### src/sv/clnb_pkg.sv
// Shared types, codes and helpers for the character LCD nibble bus sequencer
`timescale 1ns / 1ps

package clnb_pkg;

  // request codes on the input channel
  typedef enum logic [2:0] {
    CMD_INSTR  = 3'd0,
    CMD_DATA   = 3'd1,
    CMD_CURSOR = 3'd2,
    CMD_CLEAR  = 3'd3,
    CMD_BUSY   = 3'd4
  } cmd_t;

  // configuration register indexes
  localparam int CfgIndexW = 1;
  localparam logic [CfgIndexW-1:0] REG_PULSE_HOLD = 1'b0;
  localparam logic [CfgIndexW-1:0] REG_CLEAR_HOLD = 1'b1;

  localparam logic [15:0] HOLD_RESET   = 16'd3200;
  localparam logic [7:0]  CLEAR_INSTR  = 8'h01;
  localparam logic [7:0]  CURSOR_BASE  = 8'h80;

  // kind of pin phase run started by a transfer
  typedef enum logic [1:0] {
    RUN_POLL,
    RUN_WRITE,
    RUN_WRITE_CLEAR
  } run_kind_t;

  typedef struct packed {
    logic [2:0] command;
    logic [7:0] value;
    logic [1:0] row;
    logic [5:0] column;
    logic       busy_req;
  } in_item_t;

  typedef struct packed {
    logic        rs;
    logic        rw;
    logic        enable;
    logic [5:0]  data_pins;
    logic        busy_pin_input;
    logic [15:0] hold_ticks;
    logic        last;
  } out_item_t;

  // request waiting for the busy flag to drop
  typedef struct packed {
    logic       valid;
    logic [7:0] data_byte;
    logic       is_data;
    logic       is_clear;
  } pending_t;

  // run descriptor handed from the decoder to the phase sequencer
  typedef struct packed {
    logic       emit;
    run_kind_t  kind;
    logic       rs;
    logic [7:0] data_byte;
  } run_desc_t;

  // nibble bits 3,2,1,0 go to pins 0,3,4,5
  function automatic logic [5:0] nibble_to_pins(input logic [3:0] n);
    nibble_to_pins = {n[0], n[1], n[2], 2'b00, n[3]};
  endfunction

endpackage

### src/sv/clnb_decode.sv
// Request decoder: turns one transfer and the pending request into a run and new pending state
`timescale 1ns / 1ps

module clnb_decode (
  input  clnb_pkg::in_item_t  item,
  input  clnb_pkg::pending_t  pend,
  output clnb_pkg::run_desc_t desc,
  output clnb_pkg::pending_t  pend_nxt
);
  import clnb_pkg::*;

  logic [7:0] cursor_byte;
  logic       cursor_ok;

  // cursor instruction from row and column
  assign cursor_byte = CURSOR_BASE | {1'b0, item.row[0], 2'b00, item.column[3:0]};
  assign cursor_ok   = (item.row <= 2'd1) && (item.column <= 6'd15);

  always_comb begin
    desc     = '{emit: 1'b0, kind: RUN_POLL, rs: 1'b0, data_byte: 8'h00};
    pend_nxt = pend;
    case (item.command)
      CMD_INSTR, CMD_DATA, CMD_CURSOR, CMD_CLEAR: begin
        // a new request only when none is waiting
        if (!pend.valid && (item.command != CMD_CURSOR || cursor_ok)) begin
          desc.emit         = 1'b1;
          desc.kind         = RUN_POLL;
          pend_nxt.valid    = 1'b1;
          pend_nxt.is_data  = (item.command == CMD_DATA);
          pend_nxt.is_clear = (item.command == CMD_CLEAR);
          if (item.command == CMD_CURSOR) begin
            pend_nxt.data_byte = cursor_byte;
          end else if (item.command == CMD_CLEAR) begin
            pend_nxt.data_byte = CLEAR_INSTR;
          end else begin
            pend_nxt.data_byte = item.value;
          end
        end
      end
      CMD_BUSY: begin
        // busy sample: poll again, or send the byte and go idle
        if (pend.valid) begin
          desc.emit = 1'b1;
          if (item.busy_req) begin
            desc.kind = RUN_POLL;
          end else begin
            desc.kind      = pend.is_clear ? RUN_WRITE_CLEAR : RUN_WRITE;
            desc.rs        = pend.is_data;
            desc.data_byte = pend.data_byte;
            pend_nxt       = '0;
          end
        end
      end
      default: begin
      end
    endcase
  end

endmodule

### src/sv/char_lcd_nibble_bus_sequencer_top.sv
// Top level of the character LCD nibble bus sequencer
`timescale 1ns / 1ps

// Each transfer on the input channel produces a run of pin phases on the output
// channel, one per cycle unless out_stall holds it: a request or a busy sample
// at 1 gives two (busy poll), a busy sample at 0 gives four, or five after a
// clear; ignored transfers give none. The next input transfer is taken in the
// cycle the current run loads its final phase into the single output register,
// so the runs of back-to-back transfers follow on without a gap.
// Hold times come from the pulse and clear hold registers, both 3200 at reset.
module char_lcd_nibble_bus_sequencer_top (
  input  logic                               clk,
  input  logic                               rst_n,
  input  logic                               in_valid,
  output logic                               in_stall,
  input  clnb_pkg::in_item_t                 in_data,
  output logic                               out_valid,
  input  logic                               out_stall,
  output clnb_pkg::out_item_t                out_data,
  input  logic                               cfg_we,
  input  logic [clnb_pkg::CfgIndexW-1:0]     cfg_index,
  input  logic [15:0]                        cfg_data
);
  import clnb_pkg::*;

  logic [15:0] pulse_hold_r;
  logic [15:0] clear_hold_r;
  pending_t    pend_r;
  pending_t    pend_nxt;
  run_desc_t   desc;
  run_desc_t   run_r;
  logic        run_valid_r;
  logic [2:0]  phase_r;
  logic        out_valid_r;
  out_item_t   out_r;
  out_item_t   phase_item;
  logic        in_acc;
  logic        load;
  logic        at_last;
  logic [5:0]  hi_pins;
  logic [5:0]  lo_pins;

  // configuration registers
  always_ff @(posedge clk) begin
    if (!rst_n) begin
      pulse_hold_r <= HOLD_RESET;
      clear_hold_r <= HOLD_RESET;
    end else if (cfg_we) begin
      case (cfg_index)
        REG_PULSE_HOLD: pulse_hold_r <= cfg_data;
        REG_CLEAR_HOLD: clear_hold_r <= cfg_data;
        default: begin
        end
      endcase
    end
  end

  clnb_decode u_decode (
    .item     (in_data),
    .pend     (pend_r),
    .desc     (desc),
    .pend_nxt (pend_nxt)
  );

  // handshake control
  assign load     = run_valid_r && (!out_valid_r || !out_stall);
  assign at_last  = (run_r.kind == RUN_POLL)  ? (phase_r == 3'd1) :
                    (run_r.kind == RUN_WRITE) ? (phase_r == 3'd3) : (phase_r == 3'd4);
  assign in_stall = run_valid_r && !(load && at_last);
  assign in_acc   = in_valid && !in_stall;

  // pending request state
  always_ff @(posedge clk) begin
    if (!rst_n) begin
      pend_r <= '0;
    end else if (in_acc) begin
      pend_r <= pend_nxt;
    end
  end

  // run register and phase counter
  always_ff @(posedge clk) begin
    if (!rst_n) begin
      run_valid_r <= 1'b0;
      phase_r     <= 3'd0;
    end else if (in_acc && desc.emit) begin
      run_valid_r <= 1'b1;
      phase_r     <= 3'd0;
    end else if (load) begin
      if (at_last) begin
        run_valid_r <= 1'b0;
        phase_r     <= 3'd0;
      end else begin
        phase_r     <= phase_r + 3'd1;
      end
    end
  end

  always_ff @(posedge clk) begin
    if (in_acc && desc.emit) begin
      run_r <= desc;
    end
  end

  // pin levels of the current phase
  assign hi_pins = nibble_to_pins(run_r.data_byte[7:4]);
  assign lo_pins = nibble_to_pins(run_r.data_byte[3:0]);

  always_comb begin
    phase_item = '0;
    if (run_r.kind == RUN_POLL) begin
      phase_item.rw             = 1'b1;
      phase_item.busy_pin_input = 1'b1;
      phase_item.enable         = phase_r[0];
      phase_item.hold_ticks     = phase_r[0] ? 16'd0 : pulse_hold_r;
      phase_item.last           = phase_r[0];
    end else begin
      phase_item.rs = run_r.rs;
      case (phase_r)
        3'd0: begin
          phase_item.enable     = 1'b1;
          phase_item.data_pins  = hi_pins;
          phase_item.hold_ticks = pulse_hold_r;
        end
        3'd1: begin
          phase_item.data_pins  = hi_pins;
        end
        3'd2: begin
          phase_item.enable     = 1'b1;
          phase_item.data_pins  = lo_pins;
          phase_item.hold_ticks = pulse_hold_r;
        end
        3'd3: begin
          phase_item.data_pins  = lo_pins;
          phase_item.last       = (run_r.kind == RUN_WRITE);
        end
        default: begin
          // trailing wait after clear display
          phase_item.data_pins  = lo_pins;
          phase_item.hold_ticks = clear_hold_r;
          phase_item.last       = 1'b1;
        end
      endcase
    end
  end

  // output register
  always_ff @(posedge clk) begin
    if (!rst_n) begin
      out_valid_r <= 1'b0;
    end else if (load) begin
      out_valid_r <= 1'b1;
    end else if (!out_stall) begin
      out_valid_r <= 1'b0;
    end
  end

  always_ff @(posedge clk) begin
    if (load) begin
      out_r <= phase_item;
    end
  end

  assign out_valid = out_valid_r;
  assign out_data  = out_r;

endmodule
### config.mk
export PLATFORM = sky130hd
export DESIGN_NAME = char_lcd_nibble_bus_sequencer_top
export DESIGN_NICKNAME = d
export VERILOG_FILES = /design/src/sv/clnb_pkg.sv /design/src/sv/clnb_decode.sv /design/src/sv/char_lcd_nibble_bus_sequencer_top.sv
export SDC_FILE = /design/constraint.sdc
export NUM_CORES = 1
export LEC_CHECK = 0
export BUFFER_PORTS_ARGS = -buffer_cell sky130_fd_sc_hd__buf_4
export CAP_MARGIN = 10
export CORE_MARGIN = 3
export CORE_UTILIZATION = 30
export DETAILED_ROUTE_END_ITERATION = 16
export GPL_TIMING_DRIVEN = 0
export SYNTH_ARGS = -nofsm -noshare
export SYNTH_HDL_FRONTEND = slang
export SYNTH_HIERARCHICAL = 1
export SYNTH_SLANG_ARGS = --single-unit
### constraint.sdc
create_clock -name clk -period 7.3 [get_ports clk]
set_clock_uncertainty 0.1 [all_clocks]
set_input_delay 1.46 -clock clk [delete_from_list [all_inputs] [get_ports clk]]
set_output_delay 1.46 -clock clk [all_outputs]
set_load 0.02 [all_outputs]
== Word level (Yosys, flattened, before mapping) ==
Cells that the tools add are included.

* Flip-flop bits (word level): 85
* Bits of input ports: 42
* Output and inout port bits: 29
* Word-level logic and storage cells: 99

* Add/sub/neg operators: 1
* Order comparisons: 2
* Eq/ne operators: 14
* Mux-type cells: 28
* Bitwise logic cells: 4
* Reduce and logical (&&, ||, !) cells: 32

{| class="wikitable"
|+ Operator list
! kind !! number
|-
| 11-bit two-way mux || 3
|-
| 16-bit one-hot mux with 2 select lines || 1
|-
| 11-bit one-hot mux with 2 select lines || 1
|-
| 17-bit two-way mux || 1
|-
| 16-bit two-way mux || 1
|-
| 8-bit two-way mux || 2
|-
| 3-bit by 2-bit == test with 1-bit output (second input constant) || 4
|-
| 12-bit two-way mux || 1
|-
| 1-bit two-way mux || 10
|-
| 9-bit two-way mux || 1
|-
| 2-bit OR reduction || 4
|-
| 1-bit logical AND || 7
|-
| 3-bit by 1-bit == test with 1-bit output (second input constant) || 2
|-
| 3-bit == test (second input constant) || 2
|-
| 6-bit by 4-bit less-or-equal comparator with 1-bit output (second input constant) || 1
|-
| 3-bit logical NOT || 2
|-
| 3-bit two-way mux || 2
|-
| 6-bit two-way mux || 1
|-
| 3-bit one-hot mux with 2 select lines || 1
|-
| 2-bit AND reduction || 3
|-
| 2-bit nonzero test || 3
|-
| 3-bit OR reduction || 2
|-
| 1-bit logical NOT || 5
|-
| 5-bit AND reduction || 1
|-
| other kinds (13) || 20
|}

== Logic depth before layout (Yosys ltp) ==
Gate-level depths: netlist of run 1.

* Depth in word-level cells: 11
* Mapped depth: 8
* Depth with buffers taken out: 6

== Hierarchy ==
The synthesis of run 1 kept the hierarchy.

{| class="wikitable"
|+ By module, submodules not included
! module !! times used !! cells an instance !! area each (µm²) !! sequential area each (µm²)
|-
| char_lcd_nibble_bus_sequencer_top || 1 || 330 || 3271.9 || 2011.9
|-
| clnb_decode || 1 || 58 || 359.1 || 0.0
|}

== Worst setup path before layout of run 1 ==
OpenSTA, ideal clock, no wires.

* Kind: input -> output
* Start: input port out_stall
* End: output port in_stall
* Arrival: 2.149 ns
* Required time: 5.740 ns
* Path slack: 3.591 ns
* Cell stages on the path: 4
* Path buffers: 1
* Path through: and3_1 a41oi_4 buf_4 inv_1

* Longest elaborated chain between the ends: 6

{| class="wikitable"
|+ RTL lines
! element !! RTL line !! RTL
|-
| start, declared || char_lcd_nibble_bus_sequencer_top.sv:18 || <nowiki>input logic out_stall,</nowiki>
|-
| 1-bit logical NOT || -- ||
|-
| 1-bit logical OR || char_lcd_nibble_bus_sequencer_top.sv:66 || <nowiki>assign load = run_valid_r && (!out_valid_r || !out_stall);</nowiki>
|-
| 1-bit logical AND || char_lcd_nibble_bus_sequencer_top.sv:66 ||
|-
| 1-bit logical AND || char_lcd_nibble_bus_sequencer_top.sv:69 || <nowiki>assign in_stall = run_valid_r && !(load && at_last);</nowiki>
|-
| 1-bit logical NOT || char_lcd_nibble_bus_sequencer_top.sv:69 ||
|-
| 1-bit logical AND || char_lcd_nibble_bus_sequencer_top.sv:69 ||
|-
| end, declared || char_lcd_nibble_bus_sequencer_top.sv:15 || <nowiki>output logic in_stall,</nowiki>
|}

No other way between the ends.

== Worst setup path in the final report of run 1 ==
* Start: register phase_r[0]
* End: output port in_stall

* Longest elaborated chain between the ends: 6
* Elaborated cells on any way between the ends: 8
* Those cells by class: 3 x eq/ne; 2 x mux; 3 x reduce/logical

{| class="wikitable"
|+ RTL lines
! element !! RTL line !! RTL
|-
| start, declared || char_lcd_nibble_bus_sequencer_top.sv:33 || <nowiki>logic [2:0] phase_r;</nowiki>
|-
| start signal, assigned || char_lcd_nibble_bus_sequencer_top.sv:94 || <nowiki>phase_r <= phase_r + 3'd1;</nowiki>
|-
| 3-bit == test or 3-bit by 2-bit == test with 1-bit output (tied branches) || char_lcd_nibble_bus_sequencer_top.sv:68 || <nowiki>(run_r.kind == RUN_WRITE) ? (phase_r == 3'd3) : (phase_r == 3'd4);</nowiki>
|-
| 1-bit two-way mux || char_lcd_nibble_bus_sequencer_top.sv:68 ||
|-
| 1-bit two-way mux * || char_lcd_nibble_bus_sequencer_top.sv:67 || <nowiki>assign at_last = (run_r.kind == RUN_POLL) ? (phase_r == 3'd1) :</nowiki>
|-
| 1-bit logical AND * || char_lcd_nibble_bus_sequencer_top.sv:69 ||
|-
| 1-bit logical NOT * || char_lcd_nibble_bus_sequencer_top.sv:69 ||
|-
| 1-bit logical AND * || char_lcd_nibble_bus_sequencer_top.sv:69 ||
|}

Every way passes the cells marked *; elsewhere a longest branch is shown, timed or not.

==> results.toml, run 1 <==
[run_status]
outcome = "complete, no violations"

[setup_path]
slowest_delay_ns = 0.45
r2r-start = "phase_r[0]"
critPathArrivalTime_ns = 2.59
cp_max_fo = 11
required_ns = 5.74
cp_slowest_cell = "clkbuf_1"
cp-start-kind = "flip-flop"
worst_path_most_repeated_cell = "buf_4"
crit_path_cell_trace = "clkinv_1, clkbuf_1, ha_1, nand3_1, a41oi_4, buf_4, inv_1, buf_4"
crit_path_end_kind = "output port"
critPathTopFamily = "buffers and inverters"
r2r_slack_ns = 4.14
regToRegEndpoint = "run_r[8]"
crit_buf_inv = 5
worst-r2r-cell-count = 8
path_class = "flip-flop to output port"

[synthesis]
netlist_area_sq_mm = 0.00363
syn_inst = 388
syn_area_per_cell_sq_um = 9.36
yosysSeqAreaShare = 0.554
synth-edff-count = 35
synth_area_leaders = "edfxtp_1, dfxtp_1, nand2_1"
yosysTopAreaCellShare = 0.289
async_reset_ff_frac = 0
ys.flop_type = "dfxtp_1"
ys_types = 41
synth_area_leader_cell = "edfxtp_1"
synth-seq-cells = 83
yosysWarnings = 6

[routing]
first_pass_iters = 4
initialDrtViolationCount = 141
post_drt_wl_per_cell_um = 13.9
num_vias = 2982
drc = 0
routed_via_density = 4.84
ant_nets = 0
drt-total-wl_mm = 8.55

[sta]
relSlewSlack = 0.367
drv_slew = 0
finalHoldViolCount = 0
fin_crit_ns = 4.15
finalWorstSetupSlack_ns = 3.15
tightest_slew_ns = 0.949
setup_viol = 0
timing.final.crit_share = 0.569
finalSetupTns_ns = 0
rsz0062_at_grt = "no"
fmax_ghz = 0.241

[cts]
cts_tree = "done"
cts.repair.resized = 0
clock_path_buffers = 2
holdBufCountCts = 0
clock_sink_count = 83
clk_pin_slew_ns = 0.06
clk_latency_ns = 0.33
cts_made_buffers = 9
postCtsSetupRepairBufs = 0
cts_root_buffer = "clkbuf_16"
htreeDepth = 3

[hold_path]
min_path_cells = 2
hp-start = "clear_hold_r[2]"
hp-class = "flip-flop to flip-flop"
worstHoldEndpoint = "clear_hold_r[2]"

[finish]
regArea_sq_mm = 0.00201
final_nets = 515
areaGrowthSynthToFinish_pct = 28.4
n_fill_cell = 1155
drive_gt1_frac = 0.211
diodes = 0
layout_commonest_cell = "nand2_1"
multi_input_comb_area_sq_mm = 0.00146
most-common-layout-cells = "nand2_1, buf_4, dfxtp_1"

[flow_run]
max_cap_viol_count = 0

[power]
power.switching_mw = 0.272
worst_ir_drop_vdd_uv = 88.2
totalPowerFinal_mw = 1.16
power.density_mw_per_mm2 = 249
swShare = 0.234
leakagePower_nw = 1.93
comb_power_share = 0.114
clockPowerShare = 0.433
p_int_mw = 0.889
seqPwrFrac = 0.452

[grt]
grt_pass1_vias = 2790
grt_overflow = 0
antenna_found_initial = 0
grt_start_max_net_pins = 25
grt_use_total = 0.130
grt_pass1_wl_mm = 13.7

[floorplan]
die_height_um = 116
dieArea_sq_mm = 0.0135
rows = 39
start_util = 0.313
io_pins = 71
design.core.area_sq_mm = 0.0116
die_x_um = 116

[placement]
post-place-ws_ns = 3.20
port_buffers = 68
dp_hpwl_mm = 6.31
place.gp.congestion = 0.784
[cell families (layout without fill, tap and decap cells)]
group / Yosys count / in the layout / share of synthesized area
and+or+nand+nor: 185 / 185 / 0.232
DFF: 83 / 83 / 0.554
AOI/OAI and AO/OA: 75 / 75 / 0.140
buffers and inverters: 35 / 119 / 0.0445
adders and majority gates: 5 / 5 / 0.0172
muxes: 4 / 4 / 0.0110
other: 1 / 2 / 0.00103
[cells in the mapped netlist, drive strengths merged (5+ instances only)]
cell type / count
nor3b: 5
nor2: 14
and3: 22
a31o: 8
dfxtp: 48
a21oi: 40
nand2: 104
clkbuf: 18
o2bb2ai: 6
nand3: 25
edfxtp: 35
ha: 5
buf: 8
inv: 8
[how the worst max path moves through the flow]
stage	startpoint	cells after the start	slack, ns	end
3_5_place_dp	out_stall	6	3.20	in_stall
5_1_grt	phase_r[0]	8	2.97	in_stall
3_3_place_gp	out_stall	6	3.20	in_stall
4_1_cts	phase_r[0]	8	3.11	in_stall
6_report	phase_r[0]	8	3.15	in_stall
2_1_floorplan	out_stall	4	3.59	in_stall
[worst register-to-register path, stage by stage (launching register included)]
cell and delay [ns]:
dfxtp_1 0.38, clkinv_1 0.19, clkbuf_1 0.46, ha_1 0.27, nand3_1 0.14, a41oi_4 0.35, buf_4 0.23, inv_1 0.08
nor2_1 0.59
[power by group through the flow]
stage / combinational (mW) / clock, mW / sequential [mW]
floorplan: 0.0693 / 0 / 0.542
global placement: 0.131 / 0 / 0.535
detailed placement: 0.133 / 0 / 0.536
CTS: 0.134 / 0.512 / 0.526
global route: 0.147 / 0.529 / 0.528
finish: 0.133 / 0.503 / 0.525
[through the flow]
| step | instances | utilization | area (sq um) | hold slack, ns |
|---|---|---|---|---|
| floorplan | 389 | - | 3630 | 0.337 |
| finish | 616 | 0.401 | 4660 | 0.358 |
| detailed placement | 600 | 0.372 | 4320 | 0.348 |
| global route | 616 | 0.401 | 4660 | 0.378 |
| CTS | 616 | 0.401 | 4660 | 0.356 |
| global placement | 600 | 0.372 | 4320 | 0.342 |
[flip-flops by register name (all words and copies together) (netlist names)]
signal        cells
out_data         24
clear_hold_r     16
pulse_hold_r     16
pend_r           11
hi_pins           4
lo_pins           4
phase_r           3
run_r             3
out_valid         1
run_valid_r       1
[routing by layer]
layer,vias up,global-route usage,part of all wire
met5,-,0,0
met4,0,0.0557,0.014
met2,91,0.208,0.47
li1,1516,-,-
met3,8,0.0292,0.047
met1,1367,0.170,0.47
[final cells by class]
type | count | area share
tap | 143 | 0.0384
timing repair buffer | 68 | 0.110
sequential | 83 | 0.432
multi-input combinational | 271 | 0.313
clock inverter | 5 | 0.0180
clock buffer | 11 | 0.0545
buffer | 26 | 0.0274
inverter | 9 | 0.00725
No activity file was read; power rests on OpenSTA's default activity.
==> run 2, diff against run 1 <==
- ABC_AREA: not set -> 1
- clock period: 7.3 -> 3.6 ns (I/O delays scaled with it)
==> run 2 against run 1 <==
Effect of this change:
- die area increased by 4.8%
- register-to-register slack worse by 3.2 ns
- synthesized cell count is 23% higher
- flip-flop and latch count unchanged
- final area rose by 4.8%
- final cell count rose by 19%
- combinational power increased by 120%
- via count rose by 11%
- highest routed layer unchanged
- first-iteration DRC count up 45%
- wire length grew 5.2%
- synthesized area up 5.1%
- sequential power up 100%
==> results.toml, run 2 <==
[floorplan]
io_pins = 71
rows = 40
dieArea_sq_mm = 0.0141
die_height_um = 119
die_x_um = 119
design.core.area_sq_mm = 0.0122
start_util = 0.313

[synthesis]
synthAdderAreaFrac = 0.0164
ys.flop_type = "dfxtp_1"
synth_area_leaders = "edfxtp_1, dfxtp_1, nand2_1"
yosysWarnings = 6
synth-seq-cells = 83
synth-simple-area-share = 0.310
synth_compound_gate_area_share = 0.0698
synth_area_leader_cell = "edfxtp_1"
netlist_area_sq_mm = 0.00382
synth-xor-area-share = 0
yosysSeqAreaShare = 0.527
syn_area_per_cell_sq_um = 7.97
synth.most_common_cell = "nand2_1"
post_synth_mux_area_share = 0
async_reset_ff_frac = 0
yosysTopAreaCellShare = 0.275
synth_top_family_by_area = "simple AND/OR/NAND/NOR gates"
syn_inst = 479
ys_types = 26
synth-edff-count = 35
synth.top_cells.by_count = "nand2_1, nor2_1, nand3_1"

[flow_run]
max_cap_viol_count = 0

[cts]
clk_latency_ns = 0.33
cts_root_buffer = "clkbuf_16"
clock_sink_count = 83
clk_pin_slew_ns = 0.06
cts.repair.resized = 0
clock_path_buffers = 2
htreeDepth = 3
postCtsSetupRepairBufs = 0
holdBufCountCts = 0
cts_tree = "done"
cts_made_buffers = 9

[finish]
drive_gt1_frac = 0.195
layout_commonest_cell = "nand2_1"
areaGrowthSynthToFinish_pct = 28.0
final_core_utilization = 0.400
regArea_sq_mm = 0.00201
multi_input_comb_area_sq_mm = 0.00152
final_nets = 605
diodes = 0
largest_register_ffs = 24
most-common-layout-cells = "nand2_1, nor2_1, buf_4"
n_fill_cell = 1289

[sta]
relSlewSlack = 0.263
setup_viol = 0
finalSetupTns_ns = 0
drv_slew = 0
finalWorstSetupSlack_ns = 0.251
fin_crit_ns = 3.35
rsz0062_at_grt = "no"
finalHoldViolCount = 0
timing.final.crit_share = 0.930
hold_slack_ns = 0.353
fmax_ghz = 0.299
tightest_slew_ns = 1.10

[routing]
num_vias = 3319
ant_nets = 0
routed_via_density = 4.54
initialDrtViolationCount = 204
drc = 0
post_drt_wl_per_cell_um = 12.3
first_pass_iters = 4
drt-total-wl_mm = 9.00

[power]
power.density_mw_per_mm2 = 499
leakagePower_nw = 2.25
worst_ir_drop_vdd_uv = 232

[setup_path]
crit_path_end_kind = "output port"
crit_path_cell_trace = "clkinv_1, clkbuf_1, ha_1, nand3_1, nand3_2, nand2_2, nand2_4, buf_6, inv_1, buf_4"
critPathArrivalTime_ns = 2.53
cp_slowest_cell = "dfxtp_1"
required_ns = 2.78
path_class = "flip-flop to output port"
cp_max_fo = 11
slowest_delay_ns = 0.44
r2r_slack_ns = 0.93
cp-start-kind = "flip-flop"

[grt]
antenna_found_initial = 0
grt_pass1_vias = 3296
grt_overflow = 0
grt_use_total = 0.129
grt_start_max_net_pins = 29
grt_pass1_wl_mm = 14.8

[hold_path]
hp-class = "flip-flop to flip-flop"

[placement]
place.gp.congestion = 0.853
dp_hpwl_mm = 6.64
post-place-ws_ns = 0.240
port_buffers = 67

[run_status]
outcome = "complete, no violations"
run 2: changes by cell type in the layout (fill, tap and decap cells not counted), sizes merged, moves of 5 or more:
cell,delta
o21ai,+31
nor3b,-5
clkbuf,-9
a31o,-8
o2bb2ai,-6
buf,+7
and3,-22
nand3,+33
inv,+32
nand2,+5
nor2,+87
a21oi,-23
run 2: layout make-up:
type / count / area share
clock buffer: 12 / 0.0528
multi-input combinational: 332 / 0.311
timing repair buffer: 67 / 0.103
buffer: 24 / 0.0274
inverter: 41 / 0.0315
tap: 168 / 0.0430
clock inverter: 4 / 0.0195
sequential: 83 / 0.412
run 2: logic make-up (layout without fill, tap and decap cells):
family / count (synthesis) / in the layout
AOI/OAI and AO/OA: 53 / 53
adders and majority gates: 5 / 5
buffers and inverters: 65 / 148
DFF: 83 / 83
other: 1 / 2
and+or+nand+nor: 272 / 272
run 2: metrics by stage:
stage,total power [mW],std cells,instance area (sq um)
global route,2.54,731,4890
global placement,1.39,715,4530
CTS,2.45,731,4890
floorplan,1.28,480,3820
detailed placement,1.39,715,4530
finish,2.44,731,4890
run 2: path summary, 6_finish.rpt:
check                   startpoint                to  depth (start not counted)
setup / recovery        phase_r[0]          in_stall                         10
hold / removal    pulse_hold_r[10]  pulse_hold_r[10]                          2
setup reg to reg        phase_r[0]          run_r[8]                          9
hold reg to reg   pulse_hold_r[10]  pulse_hold_r[10]                          2
run 2: report_power, final:
part / total, mW / switching (mW) / internal [mW]
sequential: 1.07 / 0.0315 / 1.04
combinational: 0.299 / 0.181 / 0.119
clock: 1.06 / 0.345 / 0.719
total: 2.44 / 0.557 / 1.88
run 2: per-layer routing:
layer  share of wire  GRT usage  up-vias
met1            0.44      0.157     1511
met2            0.48      0.213       80
met3           0.037     0.0258       26
met4           0.038     0.0702        0
li1                -          -     1702
met5               0          0        -
run 2: worst max-delay path: cells and delay by family (launching register included):
kind / cells / cell delay, ns
adder cells (fa/ha/maj): 1 / 0.32
buffers and inverters: 5 / 1.06
flip-flops: 1 / 0.44
AND/OR/NAND/NOR: 4 / 0.40
